## src/hdl/lpcmpk_pkg.sv

```systemverilog
// LPCM packetizer package: types, constants and table functions.
// Used by every module of the packetizer and by its checker.
`timescale 1ns / 1ps
`default_nettype none
package lpcmpk_pkg;

	localparam int unsigned PAYLOAD_LIMIT_DEF = 2016;
	localparam int unsigned HDR_BYTES         = 14;
	localparam int unsigned GROUP_MAX         = 12;
	localparam int unsigned GROUP_NARROW      = 2;
	localparam int unsigned MAX_SUB           = 3840;
	localparam int unsigned MIN_SUB           = 80;
	localparam int unsigned QUEUE_DEPTH       = 2;
	localparam int unsigned CFG_DATA_W        = 4;
	localparam int unsigned CFG_IDX_W         = 2;
	localparam int unsigned STEP_W            = $clog2(HDR_BYTES + GROUP_MAX);

	typedef enum logic [CFG_IDX_W-1:0] {
		REG_RATE  = 2'd0,
		REG_CHANS = 2'd1,
		REG_WIDE  = 2'd2
	} cfg_reg_t;

	localparam logic [2:0] RATE_RST  = 3'd0;
	localparam logic [3:0] CHANS_RST = 4'd2;
	localparam logic       WIDE_RST  = 1'b0;

	localparam logic [7:0] HDR_SYNC   = 8'hA0;
	localparam logic [7:0] HDR_LOW    = 8'h0F;
	localparam logic [7:0] HDR_WIDE   = 8'h20;
	localparam logic [7:0] HDR_MARK   = 8'h80;
	localparam logic [7:0] HDR_PTR_LO = 8'h0A;
	localparam logic [7:0] HDR_PTR_HI = 8'h09;

	typedef struct packed {
		logic [2:0] rate;
		logic [3:0] chans;
		logic       wide;
	} cfg_t;

	typedef enum logic [1:0] {
		SHP_IDLE,
		SHP_MUL,
		SHP_DIV
	} shp_state_t;

	typedef struct packed {
		logic [GROUP_MAX-1:0][7:0] grp;
		logic                      hdr;
		logic [4:0]                fc;
		logic                      pend;
	} job_t;

	function automatic logic [3:0] eff_chans(input logic [3:0] c);
		logic [3:0] r;
		r = c;
		if (c == 4'd0)
			r = 4'd1;
		else if (c > 4'd8)
			r = 4'd8;
		return r;
	endfunction

	function automatic logic [7:0] rate_bits(input logic [2:0] r);
		logic [7:0] b;
		case (r)
			3'd1: b = 8'h10;
			3'd2: b = 8'h20;
			3'd3: b = 8'h80;
			3'd4: b = 8'h90;
			3'd5: b = 8'hA0;
			default: b = 8'h00;
		endcase
		return b;
	endfunction

	function automatic logic [7:0] rate_base(input logic [2:0] r);
		logic [7:0] b;
		case (r)
			3'd1, 3'd4: b = 8'd80;
			3'd2, 3'd5: b = 8'd160;
			default: b = 8'd40;
		endcase
		return b;
	endfunction

	// source slot in the group for output position p
	function automatic logic [3:0] payload_src(input logic wide, input logic [3:0] p);
		logic [3:0] s;
		if (!wide) begin
			s = {3'd0, ~p[0]};
		end else begin
			case (p)
				4'd0:  s = 4'd2;
				4'd1:  s = 4'd1;
				4'd2:  s = 4'd5;
				4'd3:  s = 4'd4;
				4'd4:  s = 4'd8;
				4'd5:  s = 4'd7;
				4'd6:  s = 4'd6;
				4'd7:  s = 4'd11;
				4'd8:  s = 4'd0;
				4'd9:  s = 4'd3;
				4'd10: s = 4'd10;
				4'd11: s = 4'd9;
				default: s = 4'd0;
			endcase
		end
		return s;
	endfunction

	function automatic logic [7:0] hdr_byte(input logic [3:0] i, input logic [4:0] fc,
		input cfg_t cfg);
		logic [7:0] b;
		case (i)
			4'd0:  b = HDR_SYNC;
			4'd1:  b = {3'd0, fc};
			4'd3:  b = HDR_PTR_LO;
			4'd5:  b = HDR_PTR_HI;
			4'd7:  b = cfg.wide ? (HDR_LOW | HDR_WIDE) : HDR_LOW;
			4'd8:  b = HDR_LOW | rate_bits(cfg.rate);
			4'd10: b = {4'd0, eff_chans(cfg.chans) - 4'd1};
			4'd11: b = HDR_MARK;
			default: b = 8'h00;
		endcase
		return b;
	endfunction

endpackage
`default_nettype wire

```

## src/hdl/lpcmpk_cfg.sv

```systemverilog
// Configuration registers and packet shape unit (payload length, subframes).
// Depends on lpcmpk_pkg.
`timescale 1ns / 1ps
`default_nettype none
module lpcmpk_cfg #(
	parameter int unsigned PAYLOAD_LIMIT = lpcmpk_pkg::PAYLOAD_LIMIT_DEF,
	parameter int unsigned LEN_W         = 13,
	parameter int unsigned SUBS_W        = 6
) (
	input  wire                                   clk,
	input  wire                                   arst_n,
	input  wire                                   cfg_valid,
	output logic                                  cfg_ready,
	input  wire  [lpcmpk_pkg::CFG_IDX_W-1:0]      cfg_index,
	input  wire  [lpcmpk_pkg::CFG_DATA_W-1:0]     cfg_data,
	output lpcmpk_pkg::cfg_t                      cfg,
	output logic [LEN_W-1:0]                      len,
	output logic [SUBS_W-1:0]                     subs,
	output logic                                  busy,
	output logic                                  restart
);
	import lpcmpk_pkg::*;

	localparam int unsigned LIM_W = $clog2(PAYLOAD_LIMIT + 1);
	localparam int unsigned SUB_W = $clog2(MAX_SUB + 1);
	localparam int unsigned CMP_W = LIM_W > SUB_W ? LIM_W : SUB_W;

	cfg_t             cfg_q;
	shp_state_t       state_q, state_d;
	logic [SUB_W-1:0] sub_q;
	logic [LIM_W-1:0] rem_q;
	logic [LEN_W-1:0] len_q;
	logic [SUBS_W-1:0] n_q;
	logic [10:0]      base_ch;
	logic [SUB_W-1:0] sub_d;
	logic             fits;

	assign cfg_ready = 1'b1;
	assign restart   = cfg_valid && (cfg_index == REG_RATE || cfg_index == REG_CHANS ||
		cfg_index == REG_WIDE);
	assign cfg  = cfg_q;
	assign len  = len_q;
	assign subs = n_q;

	always_ff @(posedge clk or negedge arst_n) begin
		if (!arst_n) begin
			cfg_q.rate  <= RATE_RST;
			cfg_q.chans <= CHANS_RST;
			cfg_q.wide  <= WIDE_RST;
		end else if (cfg_valid) begin
			case (cfg_index)
				REG_RATE:  cfg_q.rate  <= cfg_data[2:0];
				REG_CHANS: cfg_q.chans <= cfg_data;
				REG_WIDE:  cfg_q.wide  <= cfg_data[0];
				default: ;
			endcase
		end
	end

	assign base_ch = 11'(rate_base(cfg_q.rate)) * 11'(eff_chans(cfg_q.chans));
	assign sub_d   = cfg_q.wide ? SUB_W'(base_ch) + SUB_W'({base_ch, 1'b0})
		: SUB_W'({base_ch, 1'b0});
	assign fits    = CMP_W'(rem_q) >= CMP_W'(sub_q);

	always_comb begin
		state_d = state_q;
		case (state_q)
			SHP_MUL:  state_d = SHP_DIV;
			SHP_DIV:  if (!fits) state_d = SHP_IDLE;
			SHP_IDLE: state_d = SHP_IDLE;
			default:  state_d = SHP_IDLE;
		endcase
		if (restart)
			state_d = SHP_MUL;
	end

	always_comb begin
		case (state_q)
			SHP_IDLE: busy = 1'b0;
			default:  busy = 1'b1;
		endcase
	end

	always_ff @(posedge clk or negedge arst_n) begin
		if (!arst_n)
			state_q <= SHP_MUL;
		else
			state_q <= state_d;
	end

	always_ff @(posedge clk) begin
		case (state_q)
			SHP_MUL: begin
				sub_q <= sub_d;
				rem_q <= LIM_W'(PAYLOAD_LIMIT);
				n_q   <= '0;
				len_q <= '0;
			end
			SHP_DIV: begin
				if (fits) begin
					rem_q <= rem_q - LIM_W'(sub_q);
					n_q   <= n_q + SUBS_W'(1);
					len_q <= len_q + LEN_W'(sub_q);
				end else if (n_q == '0) begin
					n_q   <= SUBS_W'(1);
					len_q <= LEN_W'(sub_q);
				end
			end
			default: ;
		endcase
	end

endmodule
`default_nettype wire

```

## src/hdl/lpcmpk_front.sv

```systemverilog
// Front end: accepts PCM bytes, gathers sample groups, decides header and packet end.
// Depends on lpcmpk_pkg; pushes one job per complete group into lpcmpk_queue.
`timescale 1ns / 1ps
`default_nettype none
module lpcmpk_front #(
	parameter int unsigned LEN_W  = 13,
	parameter int unsigned SUBS_W = 6,
	parameter int unsigned CNT_W  = 13
) (
	input  wire                     clk,
	input  wire                     arst_n,
	input  wire                     s_tvalid,
	output logic                    s_tready,
	input  wire  [7:0]              s_tdata,
	input  lpcmpk_pkg::cfg_t        cfg,
	input  wire  [LEN_W-1:0]        len,
	input  wire  [SUBS_W-1:0]       subs,
	input  wire                     shape_busy,
	input  wire                     restart,
	input  wire                     q_full,
	output logic                    push,
	output lpcmpk_pkg::job_t        push_job
);
	import lpcmpk_pkg::*;

	localparam int unsigned EXT_W = SUBS_W > 5 ? SUBS_W : 5;

	logic [GROUP_MAX-1:0][7:0] group_q, group_d;
	logic [3:0]       fill_q;
	logic [CNT_W-1:0] cnt_q, cnt_sum;
	logic [4:0]       frame_q, frame_d;
	logic             hdr_due_q;
	logic [3:0]       gsize;
	logic             accept, complete, pend;
	logic [EXT_W-1:0] subs_ext;

	assign s_tready = !shape_busy && !q_full;
	assign accept   = s_tvalid && s_tready;
	assign gsize    = cfg.wide ? 4'(GROUP_MAX) : 4'(GROUP_NARROW);
	assign complete = (fill_q + 4'd1) >= gsize;
	assign cnt_sum  = cnt_q + CNT_W'(gsize);
	assign pend     = cnt_sum >= CNT_W'(len);
	assign subs_ext = EXT_W'(subs);
	assign frame_d  = hdr_due_q ? frame_q + subs_ext[4:0] : frame_q;

	always_comb begin
		for (int j = 0; j < GROUP_MAX; j++)
			group_d[j] = (fill_q == 4'(j)) ? s_tdata : group_q[j];
	end

	assign push          = accept && complete;
	assign push_job.grp  = group_d;
	assign push_job.hdr  = hdr_due_q;
	assign push_job.fc   = frame_d;
	assign push_job.pend = pend;

	always_ff @(posedge clk) begin
		if (accept)
			group_q <= group_d;
	end

	always_ff @(posedge clk or negedge arst_n) begin
		if (!arst_n) begin
			fill_q    <= '0;
			cnt_q     <= '0;
			frame_q   <= '0;
			hdr_due_q <= 1'b1;
		end else if (restart) begin
			fill_q    <= '0;
			cnt_q     <= '0;
			frame_q   <= '0;
			hdr_due_q <= 1'b1;
		end else if (accept) begin
			if (complete) begin
				fill_q    <= '0;
				frame_q   <= frame_d;
				hdr_due_q <= pend;
				cnt_q     <= pend ? '0 : cnt_sum;
			end else begin
				fill_q <= fill_q + 4'd1;
			end
		end
	end

endmodule
`default_nettype wire

```

## src/hdl/lpcmpk_queue.sv

```systemverilog
// Short job queue between front and back end.
// Depends on lpcmpk_pkg.
`timescale 1ns / 1ps
`default_nettype none
module lpcmpk_queue (
	input  wire                 clk,
	input  wire                 arst_n,
	input  wire                 push,
	input  lpcmpk_pkg::job_t    push_job,
	output logic                full,
	input  wire                 pop,
	output lpcmpk_pkg::job_t    pop_job,
	output logic                not_empty
);
	import lpcmpk_pkg::*;

	localparam int unsigned PTR_W = $clog2(QUEUE_DEPTH);
	localparam int unsigned CNT_W = $clog2(QUEUE_DEPTH + 1);

	job_t             mem_q [QUEUE_DEPTH];
	logic [PTR_W-1:0] wr_q, rd_q;
	logic [CNT_W-1:0] cnt_q;

	assign full      = cnt_q == CNT_W'(QUEUE_DEPTH);
	assign not_empty = cnt_q != '0;
	assign pop_job   = mem_q[rd_q];

	always_ff @(posedge clk) begin
		if (push)
			mem_q[wr_q] <= push_job;
	end

	always_ff @(posedge clk or negedge arst_n) begin
		if (!arst_n) begin
			wr_q  <= '0;
			rd_q  <= '0;
			cnt_q <= '0;
		end else begin
			if (push)
				wr_q <= (wr_q == PTR_W'(QUEUE_DEPTH - 1)) ? '0 : wr_q + PTR_W'(1);
			if (pop)
				rd_q <= (rd_q == PTR_W'(QUEUE_DEPTH - 1)) ? '0 : rd_q + PTR_W'(1);
			if (push && !pop)
				cnt_q <= cnt_q + CNT_W'(1);
			else if (pop && !push)
				cnt_q <= cnt_q - CNT_W'(1);
		end
	end

endmodule
`default_nettype wire

```

## src/hdl/lpcmpk_back.sv

```systemverilog
// Back end: walks one job per group, emitting header and reordered payload bytes.
// Depends on lpcmpk_pkg; drives the output register of the packet stream.
`timescale 1ns / 1ps
`default_nettype none
module lpcmpk_back (
	input  wire                 clk,
	input  wire                 arst_n,
	input  lpcmpk_pkg::cfg_t    cfg,
	input  wire                 q_not_empty,
	input  lpcmpk_pkg::job_t    q_job,
	output logic                pop,
	output logic                m_tvalid,
	input  wire                 m_tready,
	output logic [7:0]          m_tdata,
	output logic [1:0]          m_tuser,
	output logic                m_tlast
);
	import lpcmpk_pkg::*;

	job_t              job_q;
	logic              busy_q;
	logic [STEP_W-1:0] step_q, last_step, pay_step;
	logic              adv, emit, is_last, in_hdr;
	logic [7:0]        byte_d;
	logic              m_tvalid_q, m_tlast_q;
	logic [7:0]        m_tdata_q;
	logic [1:0]        m_tuser_q;

	assign adv       = !m_tvalid_q || m_tready;
	assign emit      = busy_q && adv;
	assign last_step = cfg.wide ? STEP_W'(HDR_BYTES + GROUP_MAX - 1)
		: STEP_W'(HDR_BYTES + GROUP_NARROW - 1);
	assign is_last   = step_q == last_step;
	assign in_hdr    = step_q < STEP_W'(HDR_BYTES);
	assign pay_step  = step_q - STEP_W'(HDR_BYTES);
	assign pop       = q_not_empty && (!busy_q || (emit && is_last));
	assign byte_d    = in_hdr ? hdr_byte(step_q[3:0], job_q.fc, cfg)
		: job_q.grp[payload_src(cfg.wide, pay_step[3:0])];

	assign m_tvalid = m_tvalid_q;
	assign m_tdata  = m_tdata_q;
	assign m_tuser  = m_tuser_q;
	assign m_tlast  = m_tlast_q;

	always_ff @(posedge clk) begin
		if (pop)
			job_q <= q_job;
		if (emit) begin
			m_tdata_q <= byte_d;
			m_tuser_q <= {job_q.pend && is_last, in_hdr};
			m_tlast_q <= is_last;
		end
	end

	always_ff @(posedge clk or negedge arst_n) begin
		if (!arst_n) begin
			busy_q     <= 1'b0;
			step_q     <= '0;
			m_tvalid_q <= 1'b0;
		end else begin
			if (pop) begin
				busy_q <= 1'b1;
				step_q <= q_job.hdr ? '0 : STEP_W'(HDR_BYTES);
			end else if (emit) begin
				step_q <= step_q + STEP_W'(1);
				if (is_last)
					busy_q <= 1'b0;
			end
			if (emit)
				m_tvalid_q <= 1'b1;
			else if (m_tready)
				m_tvalid_q <= 1'b0;
		end
	end

endmodule
`default_nettype wire

```

## src/hdl/lpcm_audio_packetizer_unit.sv

```systemverilog
// Top level of the DVD LPCM packetizer: config/shape unit, front end, job queue, back end.
// Depends on lpcmpk_pkg, lpcmpk_cfg, lpcmpk_front, lpcmpk_queue, lpcmpk_back.
//
// Channel   Signals                                       Direction
// input     s_tvalid s_tready s_tdata                     in  (PCM bytes)
// output    m_tvalid m_tready m_tdata m_tuser m_tlast     out (packet bytes)
// config    cfg_valid cfg_ready cfg_index cfg_data        in  (register writes)
//
// One input byte per cycle while the shape unit is idle and the job queue has room;
// one output byte per cycle while jobs wait and m_tready is high. Output stalls back up
// through the queue to s_tready. A complete group produces 2 or 12 payload bytes, plus
// 14 header bytes at packet start. After reset or a rate, channel or width write,
// s_tready is low while the shape unit divides PAYLOAD_LIMIT by the subframe size.
`timescale 1ns / 1ps
`default_nettype none
module lpcm_audio_packetizer_unit #(
	parameter int unsigned PAYLOAD_LIMIT = lpcmpk_pkg::PAYLOAD_LIMIT_DEF
) (
	input  wire                               clk,
	input  wire                               arst_n,
	input  wire                               s_tvalid,
	output logic                              s_tready,
	input  wire  [7:0]                        s_tdata,   // [7:0] sample_byte
	output logic                              m_tvalid,
	input  wire                               m_tready,
	output logic [7:0]                        m_tdata,   // [7:0] out_byte
	output logic [1:0]                        m_tuser,   // [0] in_header, [1] packet_end
	output logic                              m_tlast,   // run_last
	input  wire                               cfg_valid,
	output logic                              cfg_ready,
	input  wire  [lpcmpk_pkg::CFG_IDX_W-1:0]  cfg_index,
	input  wire  [lpcmpk_pkg::CFG_DATA_W-1:0] cfg_data
);
	import lpcmpk_pkg::*;

	localparam int unsigned LEN_MAX = PAYLOAD_LIMIT > MAX_SUB ? PAYLOAD_LIMIT : MAX_SUB;
	localparam int unsigned LEN_W   = $clog2(LEN_MAX + 1);
	localparam int unsigned CNT_W   = $clog2(LEN_MAX + GROUP_MAX + 1);
	localparam int unsigned SUBS_W  = $clog2(PAYLOAD_LIMIT / MIN_SUB + 2);

	cfg_t              cfg;
	logic [LEN_W-1:0]  len;
	logic [SUBS_W-1:0] subs;
	logic              shape_busy, restart;
	logic              q_full, q_not_empty, push, pop;
	job_t              push_job, pop_job;

	lpcmpk_cfg #(
		.PAYLOAD_LIMIT(PAYLOAD_LIMIT),
		.LEN_W(LEN_W),
		.SUBS_W(SUBS_W)
	) u_cfg (
		.clk(clk),
		.arst_n(arst_n),
		.cfg_valid(cfg_valid),
		.cfg_ready(cfg_ready),
		.cfg_index(cfg_index),
		.cfg_data(cfg_data),
		.cfg(cfg),
		.len(len),
		.subs(subs),
		.busy(shape_busy),
		.restart(restart)
	);

	lpcmpk_front #(
		.LEN_W(LEN_W),
		.SUBS_W(SUBS_W),
		.CNT_W(CNT_W)
	) u_front (
		.clk(clk),
		.arst_n(arst_n),
		.s_tvalid(s_tvalid),
		.s_tready(s_tready),
		.s_tdata(s_tdata),
		.cfg(cfg),
		.len(len),
		.subs(subs),
		.shape_busy(shape_busy),
		.restart(restart),
		.q_full(q_full),
		.push(push),
		.push_job(push_job)
	);

	lpcmpk_queue u_queue (
		.clk(clk),
		.arst_n(arst_n),
		.push(push),
		.push_job(push_job),
		.full(q_full),
		.pop(pop),
		.pop_job(pop_job),
		.not_empty(q_not_empty)
	);

	lpcmpk_back u_back (
		.clk(clk),
		.arst_n(arst_n),
		.cfg(cfg),
		.q_not_empty(q_not_empty),
		.q_job(pop_job),
		.pop(pop),
		.m_tvalid(m_tvalid),
		.m_tready(m_tready),
		.m_tdata(m_tdata),
		.m_tuser(m_tuser),
		.m_tlast(m_tlast)
	);

endmodule
`default_nettype wire

```

## config.mk

```make
export PLATFORM = sky130hd
export DESIGN_NAME = lpcm_audio_packetizer_unit
export DESIGN_NICKNAME = d
export VERILOG_FILES = /design/src/hdl/lpcmpk_pkg.sv /design/src/hdl/lpcmpk_cfg.sv /design/src/hdl/lpcmpk_front.sv /design/src/hdl/lpcmpk_queue.sv /design/src/hdl/lpcmpk_back.sv /design/src/hdl/lpcm_audio_packetizer_unit.sv
export SDC_FILE = /design/constraint.sdc
export NUM_CORES = 1
export LEC_CHECK = 0
export BUFFER_PORTS_ARGS = -buffer_cell sky130_fd_sc_hd__buf_2
export CAP_MARGIN = 20
export CORE_MARGIN = 2
export CORE_UTILIZATION = 50
export CTS_CLUSTER_DIAMETER = 100
export DETAILED_ROUTE_END_ITERATION = 7
export PLACE_DENSITY = 0.66
export SETUP_SLACK_MARGIN = 0.15
export SLEW_MARGIN = 20
export SYNTH_ARGS = -nofsm -noshare
export SYNTH_HDL_FRONTEND = slang
export SYNTH_HIERARCHICAL = 1
export SYNTH_SLANG_ARGS = --single-unit
```

## constraint.sdc

```tcl
create_clock -name clk -period 7.35 [get_ports clk]
set_input_delay 1.1025 -clock clk [delete_from_list [all_inputs] [get_ports clk]]
set_output_delay 1.1025 -clock clk [all_outputs]
set_load 0.05 [all_outputs]
```

After elaboration in Yosys (flattened, before gate mapping)

Memories as Yosys holds them, arrays and structs flattened.
Cells that the tools add are included.

Logic and storage cells: 211
Memory bits (writable): 206
Bits of input ports: 19
ROM bits: 64
Bits in registers: 292
Memories: 2

Magnitude comparators: 6
Bitwise logic cells: 1
Multipliers: 1
Equality and inequality tests: 32
Add/sub/neg operators: 14
Mux-type cells: 65
Reductions and logical operators: 42

Memory list:

| memory          | words | width | read ports | clocked after Yosys merged registers in | wr ports | RTL line           | source |
|---|---|---|---|---|---|---|---|
| u_queue.mem_q   | 2     | 103   | 1          | 0                                       | 1        | lpcmpk_queue.sv:20 | `job_t mem_q [QUEUE_DEPTH];` |
| (no name shown) | 16    | 4     | 1          | 0                                       | 0        | lpcmpk_pkg.sv:93   | `case (p)` |

Operators by type and width:

| operator             | count |
|---|---|
| $mux W8              | 14 |
| $mux W12             | 7 |
| $pmux W8 S8          | 1 |
| $mux W5              | 9 |
| $pmux W8 S5          | 1 |
| $mux W4              | 9 |
| $bmux W8 S4          | 1 |
| $eq A4 B4 Y1 const B | 7 |
| $eq A4 B3 Y1 const B | 6 |
| $pmux W12 S2         | 1 |
| $pmux W11 S2         | 1 |
| $pmux W8 S2          | 1 |
| $reduce_bool A2 Y1   | 8 |
| $reduce_and A2 Y1    | 7 |
| $add A11 B12 Y12     | 1 |
| $add A12 B12 Y12     | 1 |
| $add A12 B4 Y12      | 1 |
| $eq A4 B2 Y1 const B | 3 |
| $ge A11 B12 Y1       | 1 |
| $ge A12 B12 Y1       | 1 |
| $logic_not A4 Y1     | 3 |
| $mux W1              | 12 |
| $mul A8 B4 Y11       | 1 |
| $mux W11             | 1 |
| other kinds (34)     | 63 |

Depth between registers and ports, before layout

Gate-level depths: netlist of the first run.

Depth in word-level cells: 9
Gate-level depth with buffers: 18

By module

The synthesis of the first run kept the hierarchy.

Modules (own cells, without submodules):

| module       | area each (um2) | cells an instance | times used | sequential area each (um2) |
|---|---|---|---|---|
| lpcmpk_queue | 7873.8          | 337               | 1          | 6286.0 |
| lpcmpk_front | 5925.7          | 419               | 1          | 3409.5 |
| lpcmpk_back  | 5380.2          | 388               | 1          | 3568.4 |
| lpcmpk_cfg   | 3334.4          | 339               | 1          | 1183.6 |

Worst setup path after synthesis of the first run

No wires, ideal clock.

Kind: register -> register
Start: register u_cfg.state_q[0]
End: memory u_queue/mem_q[0][0] in the netlist's numbering, enable pin
Clock period less this slack: 8.210 ns
Data arrival time: 7.632 ns
Path buffers: 0
Setup slack: -0.860 ns
Stages on the path, launching flop included: 8
Cell sequence: dfstp_2 -> or2_2 -> nor2_1 -> nand2_4 -> inv_2 -> nand2_4 -> inv_2 -> nor2b_1

Cells in the longest elaborated chain, start to end: 6

Ends and longest elaborated chain:

| item                          | RTL line                         | source |
|---|---|---|
| start, declared               | lpcmpk_cfg.sv:29                 | `shp_state_t state_q, state_d;` |
| start signal, assigned        | lpcmpk_cfg.sv:88                 | `state_q <= state_d;` |
| $logic_not A2 Y1              | lpcmpk_cfg.sv:78                 | `case (state_q)` |
| $logic_and A1 B1 Y1           | lpcmpk_front.sv:37               | `assign s_tready = !shape_busy && !q_full;` |
| named net s_tready            | lpcm_audio_packetizer_unit.sv:22 | `output logic s_tready,` |
| $logic_and A1 B1 Y1           | lpcmpk_front.sv:38               | `assign accept = s_tvalid && s_tready;` |
| named net u_front.accept      | lpcmpk_front.sv:34               | `logic accept, complete, pend;` |
| $logic_and A1 B1 Y1           | lpcmpk_front.sv:51               | `assign push = accept && complete;` |
| named net push                | lpcm_audio_packetizer_unit.sv:45 | `logic q_full, q_not_empty, push, pop;` |
| $mux W1                       | lpcmpk_queue.sv:29               | `if (push)` |
| $mux W1 (implied by the code) | lpcmpk_queue.sv:30               | `mem_q[wr_q] <= push_job;` |
| end, declared                 | lpcmpk_queue.sv:20               |  |

The timed path passes the listed nets, and every way through them passes these cells.

Worst setup path after layout of the first run

Start: register u_cfg.cfg_q, in the netlist u_cfg/cfg[7]
End: register u_cfg.sub_q[10], data pin

Cells in the longest elaborated chain, start to end: 6

Ends and longest elaborated chain:

| item                                       | RTL line         | source |
|---|---|---|
| start, declared                            | lpcmpk_cfg.sv:28 | `cfg_t cfg_q;` |
| $eq A3 B2 Y1, or another cell as far along | lpcmpk_pkg.sv:79 | `case (r)` |
| $reduce_or A2 Y1                           | lpcmpk_pkg.sv:79 |  |
| $pmux W8 S2 (*)                            | lpcmpk_pkg.sv:79 |  |
| $mul A8 B4 Y11 (*)                         | lpcmpk_cfg.sv:60 | `assign base_ch = 11'(rate_base(cfg_q.rate)) * 11'(eff_chans(cfg_q.chans));` |
| $add A11 B12 Y12                           | lpcmpk_cfg.sv:61 | `assign sub_d = cfg_q.wide ? SUB_W'(base_ch) + SUB_W'({base_ch, 1'b0})` |
| $mux W12 (*)                               | lpcmpk_cfg.sv:61 |  |
| named net u_cfg.sub_d[10]                  | lpcmpk_cfg.sv:35 | `logic [SUB_W-1:0] sub_d;` |
| end signal, assigned                       | lpcmpk_cfg.sv:94 | `sub_q <= sub_d;` |
| end, declared                              | lpcmpk_cfg.sv:30 | `logic [SUB_W-1:0] sub_q;` |

The timed path passes the listed nets; every way through them passes the cells marked *.
A chain may end at the register's enable or synchronous reset.

==> impl_metrics.env, run 1 <==
export IMPL_netlist_instances=1483
export IMPL_drive_above_1_share_pct=23.7
export IMPL_max_vdd_ir_drop_mv=0.242
export IMPL_start_util_pct=50.8
export IMPL_hold_viol=0
export IMPL_cp_data_required_time_ps=7680
export IMPL_areaGrowthSynthToFinish_pct=10.1
export IMPL_cp_endpoint="u_cfg/sub_q[10]"
export IMPL_root_buffer="clkbuf_16"
export IMPL_port_buffers=31
export IMPL_run_status="complete, no violations"
export IMPL_slew_headroom_pct=28.2
export IMPL_rows=77
export IMPL_synth_cell_type_count=91
export IMPL_n_antenna_cell=0
export IMPL_coreArea_um2=44300
export IMPL_grt_ovfl_total=0
export IMPL_layout_cells_non_filler=2152
export IMPL_cp_start_kind="flip-flop"
export IMPL_worst_pin_slew_ps=1080
export IMPL_cp_data_arrival_time_ps=5190
export IMPL_die_width_um=216
export IMPL_synthFlopType="edfxtp_1"
export IMPL_synth_top_cells_by_area="edfxtp_1 59%, mux2_2 7.7%, dfrtp_1 4.3%, mux2_4 4.0%, ha_1 3.9%"
export IMPL_seq_area_frac_synth_pct=64.2
export IMPL_crit_path_end_kind="flip-flop"
export IMPL_fill_cells=3542
export IMPL_tritoncts="yes"
export IMPL_synth_edf_count=446
export IMPL_yosysMostFrequentCell="edfxtp_1"
export IMPL_r2r_slack_ps=2490
export IMPL_grt_pass1_wl_um=70300
export IMPL_dr_total_vias=12200
export IMPL_power_density_nw_per_um2=376
export IMPL_clkLatencyLatePin_ps=610
export IMPL_synth_avg_cell_area_um2=15.2
export IMPL_reg2reg_from="u_cfg/cfg[7]"
export IMPL_min_period_over_period_pct=66.1
export IMPL_netlist_area_um2=22500
export IMPL_hold_buffers=0
export IMPL_place_inst=2058
export IMPL_p_leak_nw=9.06
export IMPL_crit_fanout=10
export IMPL_io_pins=33
export IMPL_vias_per_cell=5.66
export IMPL_wl_per_cell_um=20.9
export IMPL_die_area_um2=46700
export IMPL_fin_crit_ps=4860
export IMPL_clk_path_buf_depth=3
export IMPL_antenna_found_initial=2
export IMPL_worstSetupStartpoint="u_cfg/cfg[7]"
export IMPL_synth_common_cells="446 x edfxtp_1, 154 x mux2_2, 89 x nand2_1"
export IMPL_postRouteAntennaNets=0
export IMPL_synth_top_area_share_pct=59.5
export IMPL_grt_max_degree=104
export IMPL_synth_async_sr_flop_share_pct=8.61
export IMPL_die_h_um=216
export IMPL_clk_pin_slew_ps=60
export IMPL_final_setup_viol_count=0
export IMPL_fin_util_pct=56.0
export IMPL_track_usage_pct=19.6
export IMPL_fin_nets=1619
export IMPL_r2r_cells=18
export IMPL_grt_pass1_vias=12300
export IMPL_max_cap_violations=0
export IMPL_cts_setup_buffers=0
export IMPL_cts_sinks=488
export IMPL_place_detailed_hpwl_um=28200
export IMPL_first_pass_iters=4
export IMPL_max_freq_mhz=206
export IMPL_synth_seq_cells=488
export IMPL_drc=0
export IMPL_gp_congestion=0.847
export IMPL_wl_um=45000
export IMPL_drtIter0Drc=923
export IMPL_setup_tns_ps=0
export IMPL_rsz0062_at_grt="false"
export IMPL_ys_warn_count=6
export IMPL_cts_made_buffers=51
export IMPL_htree_levels=2
export IMPL_yosysTopAreaCell="edfxtp_1"
export IMPL_slew_violations=0
export IMPL_cts_resized=0
export IMPL_fin_worst_skew_ps=37.4
export IMPL_r2r_end="u_cfg/sub_q[10]"
export IMPL_path_class="reg -> reg"
export IMPL_hold_path_class="in -> async"
==> worst max-delay path, cell delays in order (launching register included) <==
cell     delay [ps]
dfrtp_1         490
xnor2_1         180
or2_2           330
nor2_1          190
inv_1            90
fa_1            540
inv_1            60
fa_1            510
ha_1            330
a21o_1          160
a21oi_1         170
xnor2_1         260
ha_1            340
o21ai_1         100
a21oi_1          80
o21a_1          180
or3_1           300
mux2i_1         190
xor2_1           90
==> layer usage <==
| metal | GRT usage [%] | wire, um | share of wire [%] |
|---|---|---|---|
| met5 | 0 | 18 | 0.040 |
| met4 | 5.62 | 924 | 2.1 |
| met3 | 3.09 | 2340 | 5.2 |
| met2 | 31.4 | 21400 | 48 |
| met1 | 27.8 | 20300 | 45 |
==> power by group <==
part | switching (W) | internal [W] | leakage (nW)
Combinational | 0.00180 | 0.00126 | 3.69
Sequential | 0.000270 | 0.00351 | 4.59
Clock | 0.00106 | 0.00141 | 0.778
Total | 0.00313 | 0.00619 | 9.06
==> layout make-up <==
cell class / instances / area (um2) / area share (%)
Clock buffer: 67 / 1360 / 5.47
Clock inverter: 26 / 253 / 1.02
Inverter: 62 / 238 / 0.959
Multi-Input combinational cell: 872 / 7470 / 30.1
Sequential cell: 488 / 14500 / 58.3
Tap cell: 592 / 741 / 2.99
Timing Repair Buffer: 45 / 285 / 1.15
==> state kept, by name, summed over array words and instances, names as in the netlist, 5 cells and up <==
name and flops:
u_back/job_q 102, u_back/m_tdata 8, u_back/step_q 5, u_cfg/cfg 8, u_cfg/len 9, u_cfg/rem_q 8
u_cfg/sub_q 9, u_cfg/subs 5, u_front/cnt_q 11, u_front/frame_q 5, u_front/group_q 96, u_queue/mem_q 206
==> how the worst min path moves through the flow <==
stage,slack [ps],end,start
after detailed placement,470,u_queue/cnt_q[1],u_queue/cnt_q[1]
after CTS,480,u_queue/cnt_q[1],u_queue/cnt_q[1]
final,390,u_front/cnt_q[7],arst_n
after floorplan,450,u_queue/cnt_q[1],u_queue/cnt_q[1]
after global placement,460,u_back/m_tvalid,u_back/busy_q
after global routing,400,u_front/cnt_q[9],arst_n
==> kinds of logic (layout without fill, tap and decap cells) <==
kind of cell             Yosys count  after routing  share of synthesized area [%]
flip-flops                       488            488                           64.2
AND/OR/NAND/NOR                  284            284                           6.33
multiplexers                     256            256                           13.6
AO/OA/AOI/OAI                    199            199                           6.31
buffers and inverters            125            200                           2.73
adder cells (fa/ha/maj)           80             80                           4.78
XOR/XNOR                          49             49                           2.07
other                              2              4                         0.0334
==> stage by stage <==
step / setup WS [ps] / cell area (um2) / hold slack, ps / power (W)
detailed placement: 2470 / 23200 / 469 / 0.00689
global placement: 2630 / 23200 / 463 / 0.00682
finish: 2490 / 24800 / 391 / 0.00932
CTS: 2480 / 24800 / 477 / 0.00938
global route: 2160 / 24800 / 399 / 0.00978
floorplan: 1110 / 22500 / 447 / 0.00615
==> cells in the final DEF (no fill, tap or decap), types with 12 or more instances in the layout <==
cell type / n
xor2_1: 21
o21ai_0: 23
nand3_1: 24
dfrtp_1: 38
nand2_1: 89
clkinv_1: 12
clkbuf_16: 52
mux2_4: 60
nor3_1: 17
nor2_1: 68
nand2b_1: 20
edfxtp_1: 446
mux2_2: 154
xnor2_1: 25
ha_1: 70
buf_4: 12
clkbuf_1: 15
nor2b_1: 12
inv_1: 57
mux2i_1: 41
a21oi_1: 38
buf_2: 31
No activity file was read; power rests on OpenSTA's default activity.
==> run 2: changes to the inputs <==
Settings changed: ABC_AREA set to 1.
Clock period 7.35 ns to 4.3 ns, I/O delays scaled along.
==> run 2 against run 1 <==
Synthesized cell count grew 32%. Worst setup slack lost 2300 ps. Clock power grew 71%. Register-to-register slack lost 2300 ps. Clock skew grew 15 ps.
==> impl_metrics.env, run 2 <==
export IMPL_coreArea_um2=45300
export IMPL_die_h_um=218
export IMPL_reg2reg_from="u_cfg/cfg[5]"
export IMPL_fin_util_pct=56.5
export IMPL_cts_made_buffers=50
export IMPL_io_pins=33
export IMPL_postRouteAntennaNets=0
export IMPL_drive_above_1_share_pct=17.1
export IMPL_grt_pass1_vias=14000
export IMPL_cp_data_arrival_time_ps=4470
export IMPL_top_register="u_queue/mem_q"
export IMPL_slew_headroom_pct=36.0
export IMPL_r2r_end="u_cfg/sub_q[10]"
export IMPL_largest_register_ffs=206
export IMPL_run_status="complete, no violations"
export IMPL_hold_buffers=0
export IMPL_dr_total_vias=14200
export IMPL_cts_sinks=488
export IMPL_antenna_found_initial=0
export IMPL_worstSetupStartpoint="u_cfg/cfg[5]"
export IMPL_fin_worst_skew_ps=52.3
export IMPL_reg_top3="u_queue/mem_q (206), u_back/job_q (102), u_front/group_q (96)"
export IMPL_tritoncts="yes"
export IMPL_p_leak_nw=10.5
export IMPL_cp_data_required_time_ps=4640
export IMPL_crit_chain="nand2_2 -> nand2_2 -> nor2_4 -> inv_4 -> nor2_4 -> inv_2 -> fa_1 -> inv_2 -> fa_1 -> inv_2 -> fa_2 -> buf_6 -> xnor2_4 -> ha_4 -> buf_4 -> nand4_1 -> nand3_1 -> nand3b_1 -> nand3_1 -> nand2_1 -> nand2_1 -> inv_1"
export IMPL_gp_congestion=0.854
export IMPL_hold_viol=0
export IMPL_die_area_um2=47500
export IMPL_clkLatencyLatePin_ps=620
export IMPL_synthFlopType="edfxtp_1"
export IMPL_wl_per_cell_um=18.2
export IMPL_min_period_over_period_pct=96.0
export IMPL_synth_fa_ha_area_share_pct=4.70
export IMPL_fin_crit_ps=4130
export IMPL_cp_start_kind="flip-flop"
export IMPL_critPathMaxStageDelay_ps=570
export IMPL_crit_fanout=5
export IMPL_hold_path_class="in -> async"
export IMPL_netlist_instances=1958
export IMPL_power_density_nw_per_um2=621
export IMPL_synth_async_sr_flop_share_pct=8.61
export IMPL_synth_top_area_share_pct=58.5
export IMPL_setup_tns_ps=0
export IMPL_root_buffer="clkbuf_16"
export IMPL_slew_violations=0
export IMPL_wl_um=48400
export IMPL_layout_common_cells="446 x edfxtp_1, 402 x nand2_1, 220 x inv_1"
export IMPL_n_antenna_cell=0
export IMPL_yosysMostFrequentCell="edfxtp_1"
export IMPL_r2r_cells=22
export IMPL_synth_compound_area_share_pct=5.86
export IMPL_clk_path_buf_depth=3
export IMPL_path_common_cell="inv_2"
export IMPL_path_buf_inv=7
export IMPL_netlist_area_um2=22900
export IMPL_worst_pin_slew_ps=957
export IMPL_htree_levels=2
export IMPL_path_class="reg -> reg"
export IMPL_synth_edf_count=446
export IMPL_vias_per_cell=5.34
export IMPL_start_util_pct=50.6
export IMPL_synth_avg_cell_area_um2=11.7
export IMPL_synth_simple_area_share_pct=13.4
export IMPL_track_usage_pct=20.5
export IMPL_cp_depth=22
export IMPL_crit_family="adder cells"
export IMPL_max_freq_mhz=242
export IMPL_drc=0
export IMPL_place_detailed_hpwl_um=30300
export IMPL_final_setup_viol_count=0
export IMPL_max_vdd_ir_drop_mv=0.362
export IMPL_slowest_stage="fa_1"
export IMPL_hold_slack_ps=156
export IMPL_die_width_um=218
export IMPL_port_buffers=31
export IMPL_clk_pin_slew_ps=60
export IMPL_yosysTopAreaCell="edfxtp_1"
export IMPL_drtIter0Drc=1096
export IMPL_max_cap_violations=0
export IMPL_rows=78
export IMPL_areaGrowthSynthToFinish_pct=11.8
export IMPL_synth_cell_type_count=61
export IMPL_cp_endpoint="u_cfg/sub_q[10]"
export IMPL_first_pass_iters=5
export IMPL_rsz0062_at_grt="true"
export IMPL_synthXorXnorAreaFrac_pct=0.880
export IMPL_seq_area_frac_synth_pct=63.1
export IMPL_grt_max_degree=59
export IMPL_grt_pass1_wl_um=75500
export IMPL_synth_top_family_by_area="simple AND/OR/NAND/NOR gates"
export IMPL_final_common_cell="edfxtp_1"
export IMPL_synth_top_cells_by_area="edfxtp_1 58%, nand2_1 6.8%, dfrtp_1 4.3%, mux2_4 3.9%, ha_1 3.8%"
export IMPL_fin_nets=2119
export IMPL_grt_ovfl_total=0
export IMPL_r2r_slack_ps=170
export IMPL_synth_seq_cells=488
export IMPL_crit_path_end_kind="flip-flop"
export IMPL_synth_common_cells="446 x edfxtp_1, 417 x nand2_1, 232 x inv_1"
export IMPL_yosys_mux_area_fraction_pct=6.05
export IMPL_ys_warn_count=6
## run 2: metal layers
metal / GRT usage, % / part of all wire, %
met5: 0 / 0
met4: 6.67 / 2.8
met3: 3.46 / 5.4
met2: 34.7 / 49
met1: 27.1 / 43
## run 2: worst min-delay path by stage
stage                startpoint           endpoint  slack (ps)  depth (start not counted)
3_5_place_dp   u_queue/cnt_q[1]   u_queue/cnt_q[1]         470                          2
5_1_grt                  arst_n  u_front/fill_q[3]         160                          2
3_3_place_gp   u_queue/cnt_q[1]   u_queue/cnt_q[1]         460                          2
4_1_cts                  arst_n       u_cfg/cfg[3]         140                          2
2_1_floorplan            arst_n      u_back/busy_q         350                          0
6_report                 arst_n  u_front/fill_q[3]         160                          2
## run 2: cells by family after synthesis
group | Yosys count
other | 2
XOR/XNOR | 23
multiplexers | 103
adder cells (fa/ha/maj) | 80
flip-flops | 488
buffers and inverters | 309
AND/OR/NAND/NOR | 718
AO/OA/AOI/OAI | 235
## run 2: stage by stage
| stage | area (um2) | instances | setup slack (ps) | total power, W |
|---|---|---|---|---|
| after floorplan | 22900 | 1960 | 162 | 0.0102 |
| after global placement | 23600 | 2549 | 54.2 | 0.0113 |
| after detailed placement | 23600 | 2549 | -39.7 | 0.0114 |
| after CTS | 25300 | 2644 | 171 | 0.0157 |
| after global routing | 25600 | 2661 | -32.2 | 0.0167 |
| final | 25600 | 2661 | 172 | 0.0159 |
## run 2: repair_timing
action,in CTS,in global routing
resized for setup,6,51
setup buffers,2,17
pin swaps,4,29
setup endpoints to repair,4,5
## run 2: area by class of cell
class,instances,area (um2)
Clock buffer,62,1320
Clock inverter,31,302
Fill cell,3762,19700
Inverter,243,928
Multi-Input combinational cell,1163,7330
Sequential cell,488,14500
Tap cell,600,751
Timing Repair Buffer,74,519
## run 2: report_power, final
group / switching (W) / internal, W / total [W]
Clock: 0.00182 / 0.00243 / 0.00425
Combinational: 0.00329 / 0.00182 / 0.00510
Sequential: 0.000355 / 0.00619 / 0.00655
Total: 0.00546 / 0.0104 / 0.0159
## run 2: worst reg2reg max path, cell delays in order, from the launching register on
cell and delay (ps):
dfrtp_2 440, nand2_2 80, nand2_2 70, nor2_4 170, inv_4 70, nor2_4 110
inv_2 40, fa_1 480, inv_2 40, fa_1 570, inv_2 50, fa_2 390
buf_6 140, xnor2_4 210, ha_4 250, buf_4 140, nand4_1 100, nand3_1 100
nand3b_1 190, nand3_1 90, nand2_1 50, nand2_1 50, inv_1 40
==> run 3: changes to the inputs <==
Settings changed: CORE_MARGIN 2 to 1.
==> run 3 against run 2 <==
First-iteration DRC count is 4.7% lower. Non-clock buffer count is 14 lower. Sequential share of layout area rose by 0.24 points. Routed wire length decreased by 2.4%. Hold slack worse by 130 ps. Die area is 1.8% lower. Combinational power decreased by 4.5%. Worst setup slack improved by 13 ps.
==> impl_metrics.env, run 3 (synthesis gave the netlist of run 2 again) <==
export IMPL_coreArea_um2=45300
export IMPL_drive_above_1_share_pct=15.6
export IMPL_crit_family="adder cells"
export IMPL_wl_um=47200
export IMPL_fin_nets=2105
export IMPL_start_util_pct=50.6
export IMPL_io_pins=33
export IMPL_postRouteAntennaNets=0
export IMPL_worst_pin_slew_ps=1010
export IMPL_die_h_um=216
export IMPL_grt_pass1_wl_um=75000
export IMPL_dr_total_vias=14100
export IMPL_critPathMaxStageDelay_ps=580
export IMPL_min_period_over_period_pct=95.7
export IMPL_htree_levels=2
export IMPL_port_buffers=31
export IMPL_slew_violations=0
export IMPL_layout_common_cells="446 x edfxtp_1, 413 x nand2_1, 227 x inv_1"
export IMPL_place_detailed_hpwl_um=29500
export IMPL_cp_start_kind="flip-flop"
export IMPL_hold_buffers=0
export IMPL_layout_cells_non_filler=2645
export IMPL_crit_path_end_kind="flip-flop"
export IMPL_n_antenna_cell=0
export IMPL_top_layer="met4"
export IMPL_r2r_end="u_cfg/sub_q[10]"
export IMPL_fin_util_pct=56.3
export IMPL_areaGrowthSynthToFinish_pct=11.3
export IMPL_cts_sinks=488
export IMPL_wl_met3_um=2410
export IMPL_run_status="complete, no violations"
export IMPL_first_pass_iters=5
export IMPL_vias_per_cell=5.32
export IMPL_rsz0062_at_grt="true"
export IMPL_top_register="u_queue/mem_q"
export IMPL_crit_chain="nand2_1 -> nand2_2 -> nor2_4 -> inv_4 -> nor2_4 -> inv_2 -> fa_1 -> inv_2 -> fa_1 -> inv_2 -> fa_2 -> inv_1 -> ha_4 -> inv_1 -> o21bai_1 -> nand2_1 -> nand3_2 -> nand3b_1 -> nand4_1 -> nand2_1 -> inv_1"
export IMPL_dpl_worst_slack_ps=-6.74
export IMPL_r2r_cells=21
export IMPL_max_freq_mhz=243
export IMPL_placed_area_um2=23600
export IMPL_clkLatencyLatePin_ps=620
export IMPL_cts_made_buffers=50
export IMPL_p_leak_nw=10.4
export IMPL_root_buffer="clkbuf_16"
export IMPL_die_area_um2=46700
export IMPL_grt_max_degree=80
export IMPL_fin_worst_skew_ps=54.9
export IMPL_cp_data_arrival_time_ps=4440
export IMPL_r2r_slack_ps=190
export IMPL_power_density_nw_per_um2=622
export IMPL_max_vdd_ir_drop_mv=0.422
export IMPL_clk_pin_slew_ps=60
export IMPL_layout_setup_ws_ps=185
export IMPL_rows=78
export IMPL_path_buf_inv=7
export IMPL_tritoncts="yes"
export IMPL_final_setup_viol_count=0
export IMPL_die_width_um=216
export IMPL_track_usage_pct=20.8
export IMPL_final_common_cell="edfxtp_1"
export IMPL_crit_fanout=6
export IMPL_path_class="reg -> reg"
export IMPL_max_cap_violations=0
export IMPL_drc=0
export IMPL_drtIter0Drc=1045
export IMPL_wl_met2_um=23200
export IMPL_hold_viol=0
export IMPL_clk_path_buf_depth=3
export IMPL_slowest_stage="fa_1"
export IMPL_wl_per_cell_um=17.9
export IMPL_reg_top3="u_queue/mem_q (206), u_back/job_q (102), u_front/group_q (96)"
export IMPL_cp_data_required_time_ps=4630
export IMPL_largest_register_ffs=206
export IMPL_place_inst=2547
export IMPL_antenna_found_initial=0
export IMPL_met1_length_um=20500
export IMPL_final_area_um2=25500
export IMPL_fin_crit_ps=4110
export IMPL_slew_headroom_pct=32.8
export IMPL_grt_pass1_vias=14000
export IMPL_reg2reg_from="u_cfg/cfg[7]"
export IMPL_hold_path_class="in -> async"
export IMPL_gp_congestion=0.874
export IMPL_grt_ovfl_total=0
## run 3: changes by cell type in the layout (fill, tap and decap cells not counted), sizes merged
cell      previous run  this run
clkinvlp             2         3
buf                 74        60
clkbuf              62        56
bufinv               4         7
clkinv              26        25
inv                242       243
## run 3: routing by layer
layer  vias up  track usage, %
li1       6839               -
met1      6827            27.3
met2       325            35.3
met3        73            3.35
met4         0            6.17
met5         -               0
## run 3: metrics by stage
step                hold WS [ps]  power [W]  setup TNS (ps)
floorplan                    349     0.0102               0
global placement             456     0.0113               0
detailed placement           471     0.0114           -6.74
CTS                         10.2     0.0159               0
global route                28.7     0.0167           -89.7
finish                      26.4     0.0158               0
## run 3: area by class of cell
cell class | count | area [um2]
Timing Repair Buffer | 60 | 423
Multi-Input combinational cell | 1163 | 7250
Sequential cell | 488 | 14500
Clock inverter | 35 | 402
Clock buffer | 56 | 1280
Tap cell | 600 | 751
Fill cell | 3768 | 19800
Inverter | 243 | 928
## run 3: what timing repair did
action / in CTS / in global routing
setup endpoints to repair: 3 / 5
buffers inserted: 2 / 5
gates resized for setup: 7 / 21
pin swaps: 3 / 17
## run 3: worst max path at each step
| stage | from | slack, ps | endpoint | cells after the start |
|---|---|---|---|---|
| global placement | u_cfg/cfg[5] | 50 | u_cfg/sub_q[10] | 24 |
| global route | u_cfg/cfg[7] | -50 | u_cfg/sub_q[10] | 25 |
| floorplan | u_cfg/cfg[7] | 160 | u_cfg/sub_q[10] | 24 |
| detailed placement | u_cfg/cfg[5] | -7 | u_cfg/sub_q[10] | 22 |
| finish | u_cfg/cfg[7] | 190 | u_cfg/sub_q[10] | 21 |
| CTS | u_cfg/cfg[7] | 160 | u_cfg/sub_q[10] | 24 |
## run 3: report_power, final
group / total [W] / switching, W / internal, W
clock network: 0.00439 / 0.00181 / 0.00258
logic: 0.00487 / 0.00314 / 0.00173
registers: 0.00658 / 0.000389 / 0.00619
total: 0.0158 / 0.00534 / 0.0105
